==> src/hw/rtl/cdp_pkg.sv <==
// ----------------------------------------------------------------------------
// cdp_pkg
// shared types and constants for the checked decimal int64 parser
// ----------------------------------------------------------------------------
`default_nettype none

package cdp_pkg;

	// parse phases; codes above error are treated as error
	typedef enum logic [2:0] {
		PH_LEAD  = 3'd0,
		PH_SIGN  = 3'd1,
		PH_DIGIT = 3'd2,
		PH_TRAIL = 3'd3,
		PH_ERR   = 3'd4
	} phase_t;

	typedef struct packed {
		phase_t      phase;
		logic        neg;
		logic [63:0] mag;
	} parse_state_t;

	typedef struct packed {
		logic        ok;
		logic [63:0] value;
	} parse_result_t;

	localparam logic [63:0] MagLimit = 64'h8000_0000_0000_0000;
	localparam logic [63:0] MagTenth = 64'd922337203685477580;

	localparam logic [7:0] ChNul   = 8'h00;
	localparam logic [7:0] ChSpace = 8'h20;
	localparam logic [7:0] ChTab   = 8'h09;
	localparam logic [7:0] ChLf    = 8'h0a;
	localparam logic [7:0] ChVt    = 8'h0b;
	localparam logic [7:0] ChFf    = 8'h0c;
	localparam logic [7:0] ChCr    = 8'h0d;
	localparam logic [7:0] ChPlus  = 8'h2b;
	localparam logic [7:0] ChMinus = 8'h2d;
	localparam logic [7:0] ChZero  = 8'h30;
	localparam logic [7:0] ChNine  = 8'h39;

	localparam logic [3:0] MaxLastDigit = 4'd8;

endpackage

`default_nettype wire

==> src/hw/rtl/cdp_step.sv <==
// ----------------------------------------------------------------------------
// cdp_step
// next parse state and terminator result for one character
// ----------------------------------------------------------------------------
`default_nettype none

module cdp_step (
	input  wire logic [7:0]            character,
	input  wire cdp_pkg::parse_state_t cur,
	output cdp_pkg::parse_state_t      nxt,
	output cdp_pkg::parse_result_t     res
);

	logic        is_space;
	logic        is_digit;
	logic        is_sign;
	logic [3:0]  digit;
	logic        add_ok;
	logic [63:0] mag_add;
	logic        accepted;

	assign is_space = (character == cdp_pkg::ChSpace) || (character == cdp_pkg::ChTab)
		|| (character == cdp_pkg::ChLf) || (character == cdp_pkg::ChCr)
		|| (character == cdp_pkg::ChFf) || (character == cdp_pkg::ChVt);
	assign is_digit = (character >= cdp_pkg::ChZero) && (character <= cdp_pkg::ChNine);
	assign is_sign  = (character == cdp_pkg::ChPlus) || (character == cdp_pkg::ChMinus);
	// '0'..'9' carry the digit in the low nibble
	assign digit    = character[3:0];

	// overflow past 2^63 check before the times-ten update
	assign add_ok  = !(cur.mag > cdp_pkg::MagTenth)
		&& !((cur.mag == cdp_pkg::MagTenth) && (digit > cdp_pkg::MaxLastDigit));
	assign mag_add = (cur.mag << 3) + (cur.mag << 1) + {60'd0, digit};

	assign accepted = ((cur.phase == cdp_pkg::PH_DIGIT) || (cur.phase == cdp_pkg::PH_TRAIL))
		&& (cur.neg || (cur.mag != cdp_pkg::MagLimit));

	always_comb begin
		res.ok    = accepted;
		res.value = accepted ? (cur.neg ? (64'd0 - cur.mag) : cur.mag) : 64'd0;
		nxt = cur;
		if (character == cdp_pkg::ChNul) begin
			nxt.phase = cdp_pkg::PH_LEAD;
			nxt.neg   = 1'b0;
			nxt.mag   = 64'd0;
		end else begin
			unique case (cur.phase)
				cdp_pkg::PH_LEAD: begin
					if (is_space) begin
						nxt.phase = cdp_pkg::PH_LEAD;
					end else if (is_sign) begin
						nxt.neg   = (character == cdp_pkg::ChMinus);
						nxt.phase = cdp_pkg::PH_SIGN;
					end else if (is_digit && add_ok) begin
						nxt.mag   = mag_add;
						nxt.phase = cdp_pkg::PH_DIGIT;
					end else begin
						nxt.phase = cdp_pkg::PH_ERR;
					end
				end
				cdp_pkg::PH_SIGN: begin
					if (is_digit && add_ok) begin
						nxt.mag   = mag_add;
						nxt.phase = cdp_pkg::PH_DIGIT;
					end else begin
						nxt.phase = cdp_pkg::PH_ERR;
					end
				end
				cdp_pkg::PH_DIGIT: begin
					if (is_digit && add_ok) begin
						nxt.mag = mag_add;
					end else if (is_space) begin
						nxt.phase = cdp_pkg::PH_TRAIL;
					end else begin
						nxt.phase = cdp_pkg::PH_ERR;
					end
				end
				cdp_pkg::PH_TRAIL: begin
					if (!is_space) begin
						nxt.phase = cdp_pkg::PH_ERR;
					end
				end
				default: begin
					nxt.phase = cdp_pkg::PH_ERR;
				end
			endcase
		end
	end

endmodule

`default_nettype wire

==> src/hw/rtl/checked_decimal_int64_parser.sv <==
// ----------------------------------------------------------------------------
// checked_decimal_int64_parser
// streaming decimal string to signed 64-bit integer with overflow checking
// ----------------------------------------------------------------------------
//
// channel   handshake                    payload
// -------   --------------------------   ---------------------------
// char      char_valid / char_ready      character[7:0]
// result    result_valid / result_ready  parsed_ok, parsed_value[63:0]
//
// one character beat is accepted every cycle while no zero byte waits; the update is a times-ten
// plus digit add and a few compares between the input register and the
// parse state / result registers
// a zero byte passes from the input register into the result register, which drives its result beat
// arst_n clears the input register valid, the parse state and the result valid
// a zero byte waits in the input register only while a result beat is held
// and not taken; other characters never wait on the result side
`default_nettype none

module checked_decimal_int64_parser (
	input  wire logic               clk,
	input  wire logic               arst_n,
	input  wire logic               char_valid,
	output logic                    char_ready,
	input  wire logic [7:0]         character,
	output logic                    result_valid,
	input  wire logic               result_ready,
	output logic                    parsed_ok,
	output logic signed [63:0]      parsed_value
);

	// input register
	logic                   valid_s1;
	logic [7:0]             char_s1;

	// parse state
	cdp_pkg::parse_state_t  state_q;
	cdp_pkg::parse_state_t  state_nxt;
	cdp_pkg::parse_result_t res;

	// result register
	logic                   res_valid_q;
	logic                   res_ok_q;
	logic [63:0]            res_value_q;

	logic                   term_s1;
	logic                   adv_s1;

	assign term_s1 = (char_s1 == cdp_pkg::ChNul);
	// only a terminator needs room in the result register
	assign adv_s1     = valid_s1 && (!term_s1 || !res_valid_q || result_ready);
	assign char_ready = !valid_s1 || adv_s1;

	cdp_step u_step (
		.character (char_s1),
		.cur       (state_q),
		.nxt       (state_nxt),
		.res       (res)
	);

	// input register
	always_ff @(posedge clk or negedge arst_n) begin
		if (!arst_n) begin
			valid_s1 <= 1'b0;
		end else if (char_ready) begin
			valid_s1 <= char_valid;
		end
	end

	always_ff @(posedge clk) begin
		if (char_ready && char_valid) begin
			char_s1 <= character;
		end
	end

	// parse state, back to leading whitespace after each terminator
	always_ff @(posedge clk or negedge arst_n) begin
		if (!arst_n) begin
			state_q.phase <= cdp_pkg::PH_LEAD;
			state_q.neg   <= 1'b0;
			state_q.mag   <= 64'd0;
		end else if (adv_s1) begin
			state_q <= state_nxt;
		end
	end

	// result register
	always_ff @(posedge clk or negedge arst_n) begin
		if (!arst_n) begin
			res_valid_q <= 1'b0;
		end else if (adv_s1 && term_s1) begin
			res_valid_q <= 1'b1;
		end else if (result_ready) begin
			res_valid_q <= 1'b0;
		end
	end

	always_ff @(posedge clk) begin
		if (adv_s1 && term_s1) begin
			res_ok_q    <= res.ok;
			res_value_q <= res.value;
		end
	end

	assign result_valid = res_valid_q;
	assign parsed_ok    = res_ok_q;
	assign parsed_value = res_value_q;

endmodule

`default_nettype wire

==> config.mk <==
export PLATFORM = sky130hd
export DESIGN_NAME = checked_decimal_int64_parser
export DESIGN_NICKNAME = d
export VERILOG_FILES = /design/src/hw/rtl/cdp_pkg.sv /design/src/hw/rtl/cdp_step.sv /design/src/hw/rtl/checked_decimal_int64_parser.sv
export SDC_FILE = /design/constraint.sdc
export NUM_CORES = 1
export LEC_CHECK = 0
export ABC_AREA = 1
export BUFFER_PORTS_ARGS = -buffer_cell sky130_fd_sc_hd__buf_2
export CAP_MARGIN = 20
export CORE_MARGIN = 2
export CORE_UTILIZATION = 50
export CTS_BUF_LIST = sky130_fd_sc_hd__clkbuf_16
export CTS_CLUSTER_SIZE = 24
export DETAILED_ROUTE_END_ITERATION = 8
export PLACE_DENSITY = 0.72
export REMOVE_ABC_BUFFERS = 1
export SKIP_LAST_GASP = 1
export SYNTH_ARGS = -nofsm -noshare
export SYNTH_HDL_FRONTEND = slang
export SYNTH_SLANG_ARGS = --single-unit
==> constraint.sdc <==
create_clock -name clk -period 3.2 [get_ports clk]
set_input_delay 0.16 -clock clk [delete_from_list [all_inputs] [get_ports clk]]
set_output_delay 0.16 -clock clk [all_outputs]
set_load 0.01 [all_outputs]
Word-level counts from Yosys, hierarchy flattened
Cells that the tools add are included.
Storage, ports and cells
  input bits: 12
  register bits: 143
  word-level logic and storage cells: 84
Cells by class
  reduce and logical (&&, ||, !) cells: 34
  magnitude comparators: 4
  eq/ne operators: 18
  add/subtract/negate cells: 3
  mux-type cells: 17
Operator list (number)
  $mux W64: 3
  $pmux W64 S2: 1
  $mux W68: 1
  $mux W65: 1
  $add A64 B4 Y64: 1
  $add A64 B64 Y64: 1
  $eq A64 B60 Y1 const B: 1
  $gt A64 B60 Y1 const B: 1
  $ne A64 B64 Y1 const B: 1
  $sub A1 B64 Y64 const A: 1
  $eq A8 B4 Y1 const B: 5
  $eq A8 B6 Y1 const B: 3
  $mux W3: 6
  $ne A3 B3 Y1 const B: 4
  $pmux W3 S4: 1
  $logic_or A1 B1 Y1: 11
  $ge A8 B6 Y1 const B: 1
  $le A8 B6 Y1 const B: 1
  $logic_and A1 B1 Y1: 8
  $logic_not A8 Y1: 1
  $reduce_and A4 Y1: 2
  $eq A3 B2 Y1 const B: 2
  $reduce_bool A2 Y1: 3
  $logic_not A1 Y1: 5
  8 further kinds: 11

Depth between registers and ports, before layout
Gate-level depths: netlist of the first run.
  word-level depth: 10
  mapped depth: 20
  depth with buffers taken out: 20

By module
From an unflattened synthesis of the first run, not the netlist that was laid out.
Second synthesis, totals
  cells, all modules: 2698
  area, all modules: 16305.6 um^2
By module, submodules not included
  cdp_step: area an instance 11304.6 um^2, times used 1, cells each 2309, sequential area each 0.0 um^2
  checked_decimal_int64_parser: area an instance 5001.0 um^2, times used 1, cells each 389, sequential area each 3943.8 um^2

Worst setup path after synthesis of the first run
No wires, ideal clock.
  path kind: register to register
  start point: register char_s1[1]
  end point: register res_ok_q (netlist: parsed_ok) (enable)
  clock period less this slack: 2.883 ns
  arrival time: 2.464 ns
  stages on the path, launching flop included: 7
  slack: 0.317 ns
  data required time: 2.781 ns
  setup time: 0.419 ns
  path buffers: 1
  cells stage by stage: edfxtp_1 -> nor2_1 -> nand3_1 -> nor2_1 -> nand2_1 -> clkbuf_1 -> inv_1
On the way
  cells in the longest elaborated chain, start to end: 6
RTL lines
  from (decl): line checked_decimal_int64_parser.sv:34  | logic [7:0] char_s1;
  from (signal assigned): line checked_decimal_int64_parser.sv:72  | char_s1 <= character;
  $logic_not A8 Y1 *: line checked_decimal_int64_parser.sv:49  | assign term_s1 = (char_s1 == cdp_pkg::ChNul);
  $logic_not A1 Y1: line checked_decimal_int64_parser.sv:51  | assign adv_s1 = valid_s1 && (!term_s1 || !res_valid_q || result_ready);
  $logic_or A1 B1 Y1 (2 in series): line checked_decimal_int64_parser.sv:51
  $logic_and A1 B1 Y1: line checked_decimal_int64_parser.sv:51
  $logic_and A1 B1 Y1 *: line checked_decimal_int64_parser.sv:99  | if (adv_s1 && term_s1) begin
  to (signal assigned): line checked_decimal_int64_parser.sv:100  | res_ok_q <= res.ok;
  to (decl): line checked_decimal_int64_parser.sv:43  | logic res_ok_q;
Every way passes the cells marked *; elsewhere a longest branch is shown, timed or not.
A chain may end at the register's enable or synchronous reset.

Worst setup path in the final report of the first run
  start point: register state_q[30] (netlist bit)
  end point: register state_q[35] (netlist bit)
On the way
  cells in the longest elaborated chain, start to end: 10
  elaborated cells between the ends (all ways): 14
  those cells by class: 2 x add/sub; 1 x order compare; 1 x eq/ne; 5 x mux; 5 x reduce/logical
RTL lines
  from (decl): line checked_decimal_int64_parser.sv:37  | cdp_pkg::parse_state_t state_q;
  from (signal assigned): line checked_decimal_int64_parser.sv:83  | state_q <= state_nxt;
  branches (longest 5 deep; another with $add A64 B64 Y64)
  $mux W64 *: line cdp_step.sv:54, cdp_step.sv:62, cdp_step.sv:70
  $mux W64: line cdp_step.sv:51  | end else if (is_sign) begin
  $mux W65: line cdp_step.sv:49  | if (is_space) begin
  $pmux W64 S2 *: line cdp_step.sv:47  | unique case (cur.phase)
  $mux W68 *: line cdp_step.sv:42  | if (character == cdp_pkg::ChNul) begin
Every way passes the cells marked *. The select of a mux whose other input is x is not followed.

==> flow_metrics.tcl, run 1 <==
set metrics [dict create \
    cts.sink_count 143 \
    async_flop_share_pct 49.0 \
    finalCritPeriodShare_pct 94.3 \
    clk_path_buf_depth 2 \
    fin_total_pwr_mw 15.4 \
    num_rows 60 \
    gr-total-overflow 0 \
    cap_violations 0 \
    postCtsSetupRepairBufs 0 \
    fp.dieW_um 170 \
    firstDrtPassIters 5 \
    tightest_slew_ps 675 \
    cts_tree "built" \
    synth_top_area_cell "nand2_1" \
    pwr-share-clk_pct 13.8 \
    die-height_um 170 \
    crit_fanout 6 \
    crit_slowest_cell "dfrtp_1" \
    relSlewSlack_pct 55.0 \
    drive_gt1_share_pct 9.35 \
    cts_made_buffers 17 \
    dp_cells 2534 \
    crit_path_start_kind "register" \
    syn_to_final_growth_pct 12.6 \
    power.switching_mw 8.64 \
    rsz0062_at_grt "yes" \
    fin_crit_ps 3020 \
    cpPeakStageDelay_ps 560 \
    initial_utilization_pct 51.0 \
    viasPerCell 5.59 \
    wirelength_um 47700 \
    hold_viol 0 \
    power_density_nw_per_um2 994 \
    port_buffers 78 \
    fin_area_sq_um 15500 \
    power.share.sequential_pct 18.0 \
    n_antenna_cell 0 \
    tns_ps 0 \
    p_int_mw 6.76 \
    grt_max_degree 53 \
    p_leak_nw 8.19 \
    syn_area_per_cell_sq_um 6.55 \
    endpoint_kind "register" \
    critPathArrivalTime_ps 3380 \
    yosysMostFrequentCell "nand2_1" \
    dieArea_sq_um 28800 \
    ant_nets 0 \
    path_class "register to register" \
    yosys-top-cells-count "nand2_1 (643), nor2_1 (312), inv_1 (270)" \
    clkLatencyLatePin_ps 440 \
    ys_seq_area_share_pct 28.7 \
    skew_ps 17.5 \
    drt-initial-drc-count 1502 \
    num_vias 14400 \
    worstPathRequired_ps 3560 \
    synthCells 2100 \
    nNetsFinal 2360 \
    synth_top_flop_cell "edfxtp_1" \
    ios 79 \
    globalplace.congestion 1.03 \
    clkTransAtPathRegs_ps 80 \
    sw_frac_of_total_pct 56.1 \
    h-tree-depth 4 \
    gr-usage-all-layers_pct 33.9 \
    coreArea_sq_um 27000 \
    fin_cells 2577 \
    hp-class "primary input to async pin" \
    path_cells "ha_1 -> ha_1 -> nand2_1 -> nor2_1 -> nand2_1 -> inv_1 -> nand2_1 -> nand2_1 -> inv_1 -> nand3_1 -> xor2_1 -> nand2_1 -> o21ai_2" \
    setup_viol 0 \
    wire_per_inst_um 18.5 \
    nFillCells 2658 \
    synth_area_leaders "nand2_1 (18%), edfxtp_1 (16%), dfrtp_1 (13%)" \
    synth_top_area_share_pct 17.6 \
    antenna_found_initial 0 \
    synth_edf_count 73 \
    post-dp-hpwl_um 38800 \
    ys_ff_latch 143 \
    slew_viol_final 0 \
    grt_pass1_vias 13600 \
    dpl_cell_area_sq_um 14800 \
    synth_area_sq_um 13800 \
    drc 0 \
    synth_cell_type_count 40 \
    crit_top_cell "nand2_1" \
    status "complete, no violations" \
    ir_drop_uv 535 \
    grt_pass1_wl_um 74700 \
    p_comb_share_pct 68.2 \
    yosys_warnings 0 \
    cts_root_buf "clkbuf_16" \
    timing.fmax_ghz 0.331 \
]
-- stage by stage --
step | util (%) | hold slack (ps) | setup WS (ps)
finish | 57.4 | 375 | 181
floorplan | - | -136 | -574
CTS | 57.4 | 396 | 164
global placement | 54.8 | 311 | 278
global route | 57.4 | 432 | -16.0
detailed placement | 54.8 | 308 | 184
-- logic make-up after synthesis --
family	after synthesis	synth area share (%)
fa+ha+maj	125	11.5
simple gates	1206	36.1
xor+xnor	75	4.78
flops	143	28.7
buf+inv	307	8.94
compound gates	244	10.0
-- final timing paths --
path / end / slack, ps / from / depth (start not counted)
max reg2reg: state_q[35] / 180 / state_q[30] / 13
max in group asynchronous: state_q[2] / 2400 / arst_n / 3
min in group clk: char_s1[2] / 440 / character[2] / 2
min reg2reg: state_q[66] / 540 / state_q[66] / 2
min: state_q[44] / 380 / arst_n / 3
max: state_q[35] / 180 / state_q[30] / 13
-- power by group through the flow --
stage / Clock, mW / Sequential [mW] / Combinational, mW
global route: 2.19 / 2.79 / 11.7
finish: 2.12 / 2.77 / 10.5
global placement: 0 / 2.74 / 10.1
detailed placement: 0 / 2.77 / 10.1
floorplan: 0 / 2.65 / 7.03
CTS: 2.13 / 2.73 / 10.2
-- placed cells by master, fill, tap and decap left out, types with 5 or more instances in the layout --
cell type,n
nand2_1,639
nor2_1,312
inv_1,267
nand3_1,144
ha_1,122
a21oi_1,121
buf_2,78
edfxtp_1,73
o21ai_0,70
dfrtp_1,69
xor2_1,55
buf_4,47
nor3_1,41
nand4_1,28
o21ai_2,21
xnor2_1,20
clkbuf_16,17
o21bai_1,13
nor4_1,11
dlygate4sd3_1,11
o21a_1,7
inv_2,6
nand2_2,6
nand3b_1,6
nor2_2,5
or2_2,5
inv_8,5
-- repair_timing --
action,in CTS,in global routing
hold buffers,11,0
endpoints found under the setup margin,0,14
endpoints found under the hold margin,80,0
gates resized for setup,0,7
-- sequential cells by signal (all words and copies together), names as in the netlist --
signal and flops:
valid_s1 1, char_s1 8, parsed_ok 1, state_q 68, parsed_value 64, result_valid 1
-- metal layers --
layer  global-route usage [%]  up-vias  wire length (um)
met2                     51.6      638             20200
met4                     12.0        0              1640
met5                        0        -                 0
met3                     4.60       92              3880
li1                         -     7041                 -
met1                     49.4     6639             21900
-- worst max-delay path: cells and delay by family (launching register included) --
kind                       cells  cell delay (ps)
xor gates and xnor gates       1              210
AOI/OAI and AO/OA              1               60
buffers and inverters          2              250
adders and majority gates      2              760
DFF                            1              560
and+or+nand+nor                7             1100
-- final cells by class --
| class | instances | area [sq um] | share of cell area (%) |
|---|---|---|---|
| timing repair buffer | 138 | 893 | 5.77 |
| clock inverter | 15 | 175 | 1.13 |
| sequential | 143 | 3950 | 25.5 |
| multi-input combinational | 1650 | 8590 | 55.5 |
| clock buffer | 17 | 425 | 2.75 |
| inverter | 273 | 1020 | 6.62 |
| tap | 341 | 427 | 2.76 |
(Power assumes the default switching activity.)
==> inputs of run 2 (changes only) <==
- ABC_AREA: 1 -> default
- CTS_BUF_LIST: sky130_fd_sc_hd__clkbuf_16 -> default
- PLACE_DENSITY: 0.72 -> 0.73
- SYNTH_HIERARCHICAL: default -> 1
==> flow_metrics.tcl, run 2 <==
set metrics [dict create \
    status "complete, but fails checks" \
    crit_start "state_q[3]" \
    path_class "register to register" \
    gr-total-overflow 0 \
    wirelength_um 44600 \
    worstHoldStart "result_ready" \
    ir_drop_uv 237 \
    fin_crit_ps 4020 \
    finalCritPeriodShare_pct 126 \
    synth_top_area_share_pct 17.8 \
    slew_viol_final 0 \
    synth_top_area_cell "edfxtp_1" \
    yosysMostFrequentCell "nor2_1" \
    num_vias 13100 \
    largest_reg_flops 68 \
    drive_gt1_share_pct 41.5 \
    grt_pass1_wl_um 64900 \
    fp.dieW_um 161 \
    violations "negative setup slack" \
    crit_path_start_kind "register" \
    antenna_found_initial 0 \
    cts.sink_count 143 \
    skew_ps 24.1 \
    die-height_um 161 \
    cts_made_buffers 17 \
    post-dp-hpwl_um 26300 \
    hold_viol 0 \
    hp-class "primary input to register" \
    grt_max_degree 69 \
    ys_ff_latch 143 \
    coreArea_sq_um 24200 \
    synth_edf_count 73 \
    r2r-start "state_q[3]" \
    dieArea_sq_um 25900 \
    synth_top_flop_cell "edfxtp_1" \
    cts_tree "built" \
    ant_nets 0 \
    viasPerCell 6.19 \
    path_cells "ha_1 -> ha_1 -> buf_4 -> nor2_1 -> o21ai_0 -> o211ai_1 -> a21o_1 -> o31a_1 -> o21ai_2 -> a31oi_4 -> a21oi_2 -> buf_6 -> nand4_1 -> mux2_4 -> o22ai_2 -> mux2_4" \
    cpPeakStageDelay_ps 490 \
    synth_cell_type_count 68 \
    endpoint_kind "register" \
    firstDrtPassIters 6 \
    grt_pass1_vias 12700 \
    globalplace.congestion 0.980 \
    yosys_warnings 6 \
    relSlewSlack_pct 29.2 \
    p_leak_nw 8.31 \
    gr-usage-all-layers_pct 31.4 \
    layout.cells.most_common "buf_4" \
    clkTransAtPathRegs_ps 70 \
    cts_root_buf "clkbuf_16" \
    nNetsFinal 1918 \
    clkLatencyLatePin_ps 450 \
    synth_area_leaders "edfxtp_1 (18%), dfrtp_1 (14%), ha_1 (12%)" \
    power_density_nw_per_um2 303 \
    setup_viol 120 \
    timing.fmax_ghz 0.249 \
    drt-met1-wl_um 17500 \
    crit_slowest_cell "dfrtp_2" \
    clk_path_buf_depth 2 \
    ios 79 \
    fin_total_pwr_mw 5.44 \
    initial_utilization_pct 50.8 \
    wl_met3_um 3180 \
    synthCells 1383 \
    setup_slack_ps -820 \
    regMostFlops "state_q" \
    tightest_slew_ps 1060 \
    wl_met2_um 20900 \
    rsz0062_at_grt "yes" \
    crit_fanout 7 \
    top_layer_used "met4" \
    syn_area_per_cell_sq_um 8.91 \
    port_buffers 78 \
    ys_seq_area_share_pct 32.0 \
    num_rows 57 \
    synth_area_sq_um 12300 \
    h-tree-depth 4 \
    cap_violations 0 \
    drt-initial-drc-count 1392 \
    layout_common_cells "buf_4 (313), nor2_1 (137), ha_1 (116)" \
    nFillCells 1543 \
    async_flop_share_pct 49.0 \
    yosys-top-cells-count "nor2_1 (198), ha_1 (123), a21oi_1 (110)" \
    drc 0 \
    fin_util_pct 74.0 \
    syn_to_final_growth_pct 45.6 \
    critPathArrivalTime_ps 4340 \
    n_antenna_cell 0 \
    wire_per_inst_um 21.1 \
    worstPathRequired_ps 3520 \
]
## run 2: kinds of logic after synthesis
family	synth area share, %
compound gates	16.7
xor+xnor	8.67
fa+ha+maj	12.8
buf+inv	3.79
flops	32.0
mux	8.54
simple gates	17.5
## run 2: worst max-delay path: cells and delay by family, from the launching register on
kind | cells | cell delay, ps
flops | 1 | 490
simple gates | 2 | 180
fa+ha+maj | 2 | 680
compound gates | 8 | 1750
buf+inv | 2 | 280
mux | 2 | 510
## run 2: layout make-up
type	instances	area (sq um)	area share, %
repair buffers	455	3700	20.6
flip-flops and latches	143	3950	22.0
multi-input cells	1136	9230	51.4
clock buffers	17	425	2.37
clock inverters	15	135	0.753
inverters	28	108	0.599
well taps	324	405	2.26
## run 2: timing repair
item / 4_1_cts / 5_1_grt
endpoints found under the hold margin: 33 / 0
cloned: 8 / 4
pin swaps: 125 / 128
hold buffers: 10 / 0
resized for setup: 213 / 157
setup endpoints to repair: 129 / 129
setup buffers: 37 / 28
## run 2: power by group
group | switching [mW] | leakage (nW) | total, mW | internal (mW)
Combinational | 0.853 | 6.52 | 1.48 | 0.628
Sequential | 0.0214 | 1.52 | 1.96 | 1.94
Clock | 0.927 | 0.264 | 2.00 | 1.08
## run 2: per-layer routing
layer  GRT usage (%)  up-vias
met5               0        -
met4            17.5        0
met3            5.44      241
met2            53.2      734
met1            38.0     6306
li1                -     5835
## run 2: final timing paths
check                                to  cells after the start  slack (ps)
max reg2reg                 state_q[57]                     16        -820
min reg2reg                 state_q[63]                      1         550
min                        result_valid                      3          70
min in group asynchronous   state_q[24]                      2         290
max                         state_q[57]                     16        -820
max in group asynchronous   state_q[48]                      3        2010
## run 2: through the flow
step / setup slack (ps) / hold slack, ps / instance area [sq um] / TNS [ps] / cells
after floorplan: -4730 / -136 / 12000 / -538450 / 1307
after detailed placement: -963 / 225 / 15200 / -84150 / 2017
final: -820 / 66.3 / 17900 / -75290 / 2118
after CTS: -644 / 58.2 / 17100 / -54380 / 2097
after global placement: -890 / 223 / 15200 / -74710 / 2017
after global routing: -983 / 91.2 / 17900 / -85310 / 2118
==> inputs of run 3 (changes only) <==
- clock period: 3.2 -> 4.9 ns (I/O delays scaled with it)
==> flow_metrics.tcl, run 3 (same netlist as run 2, synthesis figures left out) <==
set metrics [dict create \
    largest_reg_flops 68 \
    die-height_um 161 \
    grt_pass1_wl_um 51400 \
    gr-total-overflow 0 \
    crit_path_start_kind "register" \
    wire_per_inst_um 17.7 \
    cpPeakStageDelay_ps 520 \
    path_cells "inv_1 -> fa_1 -> inv_1 -> fa_1 -> a211oi_1 -> o21ai_1 -> a32oi_2 -> o211ai_1 -> a31oi_1 -> buf_4 -> a31oi_1 -> a21oi_1 -> o41ai_1 -> a211oi_1 -> xor2_1 -> o21ai_0 -> mux2_4" \
    antenna_found_initial 0 \
    drive_gt1_share_pct 15.3 \
    dpl_cell_area_sq_um 13000 \
    drc 0 \
    ant_nets 0 \
    syn_to_final_growth_pct 10.9 \
    crit_slowest_cell "fa_1" \
    tns_ps 0 \
    gr-usage-all-layers_pct 24.2 \
    drt-initial-drc-count 897 \
    cts.sink_count 143 \
    layout.cells.most_common "nor2_1" \
    fin_area_sq_um 13700 \
    crit_fanout 6 \
    fin_total_pwr_mw 3.19 \
    path_class "register to register" \
    num_rows 57 \
    p_leak_nw 6.12 \
    n_antenna_cell 0 \
    coreArea_sq_um 24200 \
    dieArea_sq_um 25900 \
    grt_max_degree 69 \
    post-dp-hpwl_um 22600 \
    globalplace.congestion 0.940 \
    layout_common_cells "nor2_1 (198), ha_1 (123), a21oi_1 (110)" \
    cts_made_buffers 17 \
    cap_violations 0 \
    path_buf_inv 3 \
    fin_cells 1772 \
    critical_path.top_delay_family "compound AO/OA/AOI/OAI gates" \
    cts_root_buf "clkbuf_16" \
    clk_path_buf_depth 2 \
    ios 79 \
    grt-busiest-layer "met2" \
    place_ws_ps 257 \
    fin_util_pct 56.4 \
    slew_viol_final 0 \
    rsz0062_at_grt "no" \
    initial_utilization_pct 50.8 \
    ir_drop_uv 172 \
    hold_ws_ps 23.7 \
    cts_tree "built" \
    setup_viol 0 \
    grt_use_met3_pct 3.06 \
    tightest_slew_ps 1060 \
    hold_viol 0 \
    grt_pass1_vias 10200 \
    grt_use_met1_pct 32.3 \
    setup_slack_ps 341 \
    endpoint_kind "register" \
    use_met2_pct 40.1 \
    dp_cells 1730 \
    skew_ps 13.2 \
    port_buffers 78 \
    nNetsFinal 1572 \
    power_density_nw_per_um2 234 \
    clkLatencyLatePin_ps 430 \
    firstDrtPassIters 8 \
    fin_crit_ps 4560 \
    regMostFlops "state_q" \
    clkTransAtPathRegs_ps 70 \
    fp.dieW_um 161 \
    timing.fmax_ghz 0.219 \
    worstPathRequired_ps 5210 \
    h-tree-depth 4 \
    critPathArrivalTime_ps 4870 \
    finalCritPeriodShare_pct 93.0 \
    hp-class "primary input to register" \
    relSlewSlack_pct 29.6 \
    viasPerCell 6.00 \
    wirelength_um 31400 \
    status "complete, no violations" \
    num_vias 10600 \
]
[run 3: what timing repair did]
item | 4_1_cts | 5_1_grt
hold buffers | 9 | 0
setup buffers | 0 | 0
gates resized for setup | 0 | 2
hold endpoints to repair | 40 | 0
setup endpoints to repair | 0 | 3
[run 3: path summary, 6_finish.rpt]
check / to / start / slack (ps) / cells after the start
max: state_q[60] / state_q[0] / 340 / 17
min: valid_s1 / char_valid / 20 / 3
max reg2reg: state_q[60] / state_q[0] / 340 / 17
min reg2reg: state_q[63] / state_q[63] / 540 / 1
max in group asynchronous: state_q[56] / arst_n / 3420 / 3
min in group asynchronous: state_q[22] / arst_n / 450 / 2
[run 3: metal layers]
| layer | wire [um] | vias to the layer above |
|---|---|---|
| met5 | 0 | - |
| met4 | 1050 | 0 |
| met3 | 1430 | 69 |
| met2 | 14800 | 339 |
| met1 | 14200 | 5067 |
| li1 | - | 5158 |
[run 3: power by group]
part	total, mW	internal, mW	switching (mW)
clock network	1.31	0.754	0.555
registers	1.28	1.27	0.0120
logic	0.608	0.254	0.354
[run 3: cell type report]
| cell class | count | area [sq um] |
|---|---|---|
| Tap cell | 324 | 405 |
| Multi-Input combinational cell | 1136 | 7940 |
| Sequential cell | 143 | 3950 |
| Clock inverter | 15 | 159 |
| Timing Repair Buffer | 109 | 691 |
| Inverter | 28 | 105 |
| Fill cell | 2193 | 10600 |
| Clock buffer | 17 | 425 |
[run 3: worst min-delay path, stage by stage]
cell     delay [ps]
buf_2            70
inv_1            50
o41ai_1          50
